==> src/rtl/fea_pkg.sv <==
package fea_pkg;

   localparam int LIMB_W   = 51;
   localparam int IN_W     = 54;
   localparam int OUT_W    = 64;
   localparam int Y19_W    = 59;
   localparam int PROD_W   = 113;
   localparam int COL_W    = 117;
   localparam int CARRY_HI = LIMB_W + OUT_W - 1;
   localparam int PIPE_DEPTH = 8;

   localparam logic [OUT_W-1:0] LIMB_MASK = 64'h0007_FFFF_FFFF_FFFF;
   localparam logic [OUT_W-1:0] TWO_P0    = 64'h000F_FFFF_FFFF_FFDA;
   localparam logic [OUT_W-1:0] TWO_P1    = 64'h000F_FFFF_FFFF_FFFE;
   localparam logic [OUT_W-1:0] P0_LIMB   = LIMB_MASK - 64'd18;
   localparam logic [OUT_W-1:0] K19       = 64'd19;
   localparam logic [16:0]      K121666   = 17'd121666;

   typedef enum logic [3:0] {
      FN_ADD       = 4'd0,
      FN_SUB       = 4'd1,
      FN_NEG       = 4'd2,
      FN_MUL       = 4'd3,
      FN_SQR       = 4'd4,
      FN_MUL121666 = 4'd5,
      FN_CARRY     = 4'd6,
      FN_REDUCE    = 4'd7,
      FN_CMOV      = 4'd8,
      FN_ISZERO    = 4'd9,
      FN_ISNEG     = 4'd10,
      FN_EQ        = 4'd11
   } func_type;

   typedef logic [4:0][IN_W-1:0]  in_vec_type;
   typedef logic [4:0][Y19_W-1:0] y19_vec_type;
   typedef logic [4:0][OUT_W-1:0] out_vec_type;
   typedef logic [4:0][COL_W-1:0] col_vec_type;

endpackage

==> src/rtl/fea_fold.sv <==
module fea_fold (
   input  logic                 clock,
   input  logic                 en,
   input  fea_pkg::col_vec_type col,
   input  logic                 keep_top,
   output fea_pkg::out_vec_type r
);
   import fea_pkg::*;

   col_vec_type src [0:3];
   col_vec_type stg_in [0:3];
   col_vec_type stg_ff [0:3];
   logic [3:0]  skip_ff;

   logic [OUT_W-1:0] top_carry, r0_sum;
   out_vec_type      r_in, r_ff;

   always_comb begin
      src[0] = col;
      for (int k = 1; k < 4; k++) begin
         src[k] = stg_ff[k-1];
      end
      // Each stage moves the carry of one column into the next.
      for (int k = 0; k < 4; k++) begin
         stg_in[k]      = src[k];
         stg_in[k][k]   = COL_W'(src[k][k][LIMB_W-1:0]);
         stg_in[k][k+1] = src[k][k+1] + COL_W'(src[k][k][CARRY_HI:LIMB_W]);
      end

      top_carry = stg_ff[3][4][CARRY_HI:LIMB_W];
      r0_sum    = stg_ff[3][0][OUT_W-1:0] + top_carry * K19;
      r_in[2]   = stg_ff[3][2][OUT_W-1:0];
      r_in[3]   = stg_ff[3][3][OUT_W-1:0];
      r_in[4]   = OUT_W'(stg_ff[3][4][LIMB_W-1:0]);
      if (skip_ff[3]) begin
         r_in[0] = r0_sum;
         r_in[1] = stg_ff[3][1][OUT_W-1:0];
      end else begin
         r_in[0] = r0_sum & LIMB_MASK;
         r_in[1] = stg_ff[3][1][OUT_W-1:0] + (r0_sum >> LIMB_W);
      end
   end

   always_ff @(posedge clock) begin
      if (en) begin
         for (int k = 0; k < 4; k++) begin
            stg_ff[k] <= stg_in[k];
         end
         skip_ff <= {skip_ff[2:0], keep_top};
         r_ff    <= r_in;
      end
   end

   assign r = r_ff;

endmodule

==> config.mk <==
export PLATFORM = sky130hd
export DESIGN_NAME = fea_fold
export DESIGN_NICKNAME = d
export VERILOG_FILES = /design/src/rtl/fea_pkg.sv /design/src/rtl/fea_fold.sv
export SDC_FILE = /design/constraint.sdc
export NUM_CORES = 2
export LEC_CHECK = 0
export ABC_AREA = 1
export BUFFER_PORTS_ARGS = -buffer_cell sky130_fd_sc_hd__clkbuf_2
export CELL_PAD_IN_SITES_DETAIL_PLACEMENT = 1
export CELL_PAD_IN_SITES_GLOBAL_PLACEMENT = 2
export CORE_ASPECT_RATIO = 1.1
export CORE_MARGIN = 2
export CORE_UTILIZATION = 41
export DETAILED_ROUTE_END_ITERATION = 6
export GPL_ROUTABILITY_DRIVEN = 0
export HOLD_SLACK_MARGIN = 0.02
export PLACE_DENSITY_LB_ADDON = 0.05
export SYNTH_ARGS = -nofsm -noshare
export SYNTH_HDL_FRONTEND = slang
export SYNTH_SLANG_ARGS = --single-unit
==> constraint.sdc <==
create_clock -name clock -period 10.61 [get_ports clock]
set_input_delay 1.061 -clock clock [delete_from_list [all_inputs] [get_ports clock]]
set_output_delay 1.061 -clock clock [all_outputs]
set_load 0.03 [all_outputs]
# == Yosys cells after proc, flatten, opt, wreduce, memory -nomap -nowiden ==
# Memory sizes are Yosys's and may differ from the RTL's.
# Cells that the tools add are included.
# word_totals
register_bits,311
ramBits,2340
in_bits,588
elab_cells,18
memories,1
# mem_list
memory,depth,width,read_ports,rd_ports_with_merged_regs,wr,line_no,text
stg_ff,4,585,4,0,4,fea_fold.sv:12,col_vec_type stg_ff [0:3];
# op_classes
addsub,6
n_mul,1
n_mux,3
# ops
cell,count
$add A117 B64 Y117,4
$mux W128,1
$add A64 B13 Y64,1
$add A64 B64 Y64,1
$mul A64 B5 Y64 const B,1
$mux W1,2

# == Logic depth before layout (Yosys ltp) ==
# An unclocked memory read counts as a cell.
# depth
word_depth,5
mapped_depth,35
depth_no_buf,35

# == Least setup slack after synthesis ==
# OpenSTA, ideal clock, no wires.
# synth_timing
path_kind,reg-to-reg
startpoint,mem stg_ff[3][527] (netlist bit)
endpoint,reg r_ff (netlist bit r[94]) (data pin)
arrival_ns,4.539
required_time_ns,10.357
path_slack_ns,5.818
stages_incl_launch_ff,34
period_less_slack_ns,4.792
cell_sequence,edfxtp_1 > inv_1 > fa_1 > inv_1 > ha_1 > inv_1 > fa_1 > inv_1 > ha_1 > nand2_1 > inv_1 > nand2_1 > nand2_1 > nand3b_1 > nand2_1 > nand2_1 > nand3b_1 > nand2_1 > nand2_1 > nand2_1 > inv_1 > ha_1 > inv_1 > fa_1 > inv_1 > nand3_1 > nand2_1 > a21oi_1 > o21ai_1 > nand2_1 > nor2_1 > nand2_1 > nand2_1 > nand2_1
# synth_lines
element,line_no,text
from (decl),fea_fold.sv:12,
to (signal assigned),fea_fold.sv:50,r_ff <= r_in;
to (decl),fea_fold.sv:16,"out_vec_type r_in, r_ff;"

==> results.sh <==
export IMPL_synthCells=12017
export IMPL_slew_viol_final=0
export IMPL_syn_area_per_cell_um2=8.833
export IMPL_required_ns=11.21
export IMPL_htree_levels=4
export IMPL_route_detailed_drc=0
export IMPL_worstHoldPathCells=1
export IMPL_cts_tree="built"
export IMPL_max_cap_violations=0
export IMPL_r2r_slack_ns=4.14
export IMPL_drive_above_1_share_pct=10.19
export IMPL_timing_final_crit_share_pct=61.01
export IMPL_fin_setup_tns_ns=0
export IMPL_synthArstFlopShare_pct=0
export IMPL_postCtsSetupRepairBufs=0
export IMPL_coreArea_um2=256900
export IMPL_vias_per_cell=5.022
export IMPL_power_density_nw_per_um2=196.6
export IMPL_finalHoldViolCount=0
export IMPL_grt_max_degree=172
export IMPL_finalCriticalPeriod_ns=6.473
export IMPL_drt_iter0_markers=5853
export IMPL_synth_area_um2=106100
export IMPL_grt_pass1_wl_um=582500
export IMPL_finalSetupViolCount=0
export IMPL_status="complete, no violations"
export IMPL_holdBufCountCts=0
export IMPL_synth_edf_count=1933
export IMPL_crit_path_start_kind="flop"
export IMPL_ys_flop_type="edfxtp_1"
export IMPL_pin_count=908
export IMPL_routed_wl_um=413400
export IMPL_min_from="col[14]"
export IMPL_dpl_hpwl_um=352200
export IMPL_nNetsFinal=14188
export IMPL_crit_path_end_kind="flop"
export IMPL_skew_ns=0.05944
export IMPL_peakVddDrop_mv=0.1671
export IMPL_cts_root_buf="clkbuf_16"
export IMPL_fillers=30420
export IMPL_fp_dieArea_um2=263000
export IMPL_multi_input_area_um2=38250
export IMPL_io_buffers=846
export IMPL_worstSetupPathType="reg2reg"
export IMPL_worst_slew_pin_slew_ns=1.244
export IMPL_rr_worst_depth=31
export IMPL_crit_fanout=4
export IMPL_die_h_um=537.6
export IMPL_wire_per_inst_um=24.73
export IMPL_seq_area_um2=58050
export IMPL_min_path_type="in2reg"
export IMPL_clockBufferDepth=4
export IMPL_cpMostUsedCell="nand2_1"
export IMPL_relSlewSlack_pct=17.08
export IMPL_r2r_end="r[110]$_DFFE_PP_"
export IMPL_clock_latency_ns=0.90
export IMPL_power_leakage_nw=57.55
export IMPL_vias=83940
export IMPL_worstPathArrival_ns=7.07
export IMPL_yosysSeqAreaShare_pct=54.69
export IMPL_yosys_warnings=0
export IMPL_ant_nets=0
export IMPL_crit_slowest_cell="fa_1"
export IMPL_clkTransAtPathRegs_ns=0.07
export IMPL_antenna_found_initial=35
export IMPL_cts_buffers=203
export IMPL_synth_seq_cells=1933
export IMPL_fp_row_count=195
export IMPL_synth_cell_types=41
export IMPL_die_x_um=489.1
export IMPL_power_mw=23.90
export IMPL_fmax_mhz=154.5
export IMPL_start_util_pct=41.31
export IMPL_whs_ns=0.3380
export IMPL_critPathMaxStageDelay_ns=0.53
export IMPL_cts_resized=0
export IMPL_grt_usage_pct=30.91
export IMPL_crit_reg2reg_launch="stg_ff[3][529]$_DFFE_PP_"
export IMPL_holdPathEnd="stg_ff[0][14]$_DFFE_PP_"
export IMPL_first_global_vias=86599
export IMPL_syn_to_final_growth_pct=14.52
export IMPL_rsz0062_at_grt="no"
export IMPL_crit_start="stg_ff[3][529]$_DFFE_PP_"
export IMPL_clock_sinks=1933
export IMPL_drt_pass1_iterations=5
export IMPL_grt_overflow=0
## placed cells by master (no fill, tap or decap), types with 37 or more instances in the layout
master     synthesis  layout
edfxtp_1        1933    1933
nor2_1          1005    1005
a21oi_1          254     254
nand4_1          197     197
xor2_1           282     282
nor3_2            37      37
nand2_1         4035    4035
clkbuf_2           0     845
clkbuf_16          0     204
fa_1             114     114
nor3_1           134     134
conb_1             1      51
o21ai_0          153     153
nand3_1          533     533
nand3b_1          49      49
inv_1           2546    2546
nor2_2            48      48
ha_1             406     406
## power breakdown
part | internal (mW) | switching [mW] | leakage [nW]
registers | 9.59 | 0.518 | 18.9
logic | 1.73 | 4.75 | 35.3
clock network | 4.27 | 3.04 | 3.28
## kinds of logic after synthesis
family	synth area share (%)
simple gates	24.00
buf+inv	9.456
flops	54.69
fa+ha+maj	6.936
compound gates	2.342
xor+xnor	2.574
other cells	0.003533
## metal layers
layer	routed length [um]	track usage, %	up-vias
met5	88	0	-
met4	30820	19.38	12
li1	-	-	40016
met2	202200	53.68	2249
met1	161100	36.23	40925
met3	19130	3.915	738
## critical path, delay by kind of cell (launching register included)
family	cells	cell delay (ns)
AND/OR/NAND/NOR	16	2.40
adder cells (fa/ha/maj)	6	2.20
AO/OA/AOI/OAI	2	0.58
buffers and inverters	7	0.57
flip-flops	1	0.43
## registers in the layout, indices dropped and copies added (netlist names)
register	cells
skip_ff	4
r	269
stg_ff	1660
## synth_stat cells (17+ instances only)
library cell  number  area share [%]
nor3_2            37            0.35
fa_1             114             2.2
nor2_1          1005             3.6
nor3_1           134            0.63
and2_1            17            0.10
nand3_1          533             2.5
nand3b_1          49            0.35
inv_2             20           0.071
a21oi_1          254             1.2
o21bai_1          29            0.21
nand2_2           18            0.11
nand2_1         4035              14
or2_2             17            0.10
inv_1           2546             9.0
xnor2_1           30            0.25
nand4_1          197             1.2
ha_1             406             4.8
o21ai_0          153            0.72
buf_4             51            0.36
nand3_2           25            0.24
nor2_2            48            0.28
edfxtp_1        1933              55
xor2_1           282             2.3
## area by class of cell
cell class              instances  share of cell area (%)
flip-flops and latches       1933                   47.75
clock inverters               129                   1.267
inverters                    2566                   7.924
repair buffers                865                   3.695
clock buffers                 231                   4.283
diodes                         32                 0.06588
multi-input cells            7511                   31.46
well taps                    3447                   3.548
## worst max path at each step
stage                             endpoint  slack, ns  depth (start not counted)
after floorplan            r[94]$_DFFE_PP_       5.82                         33
after global placement    r[110]$_DFFE_PP_       4.34                         31
after detailed placement  r[110]$_DFFE_PP_       4.14                         31
after CTS                 r[110]$_DFFE_PP_       4.10                         31
after global routing      r[110]$_DFFE_PP_       3.81                         31
final                     r[110]$_DFFE_PP_       4.14                         31
## stage by stage
stage / area [um2] / util [%] / cells / worst slack, ns
6_report: 121600 / 47.31 / 16714 / 4.137
5_1_grt: 121500 / 47.30 / 16698 / 3.812
4_1_cts: 121500 / 47.28 / 16682 / 4.105
3_5_place_dp: 114700 / 44.66 / 16322 / 4.142
3_3_place_gp: 114700 / 44.66 / 16322 / 4.336
2_1_floorplan: 106300 / - / 12067 / 5.818
Note: power is estimated with default switching activity, not from simulation.
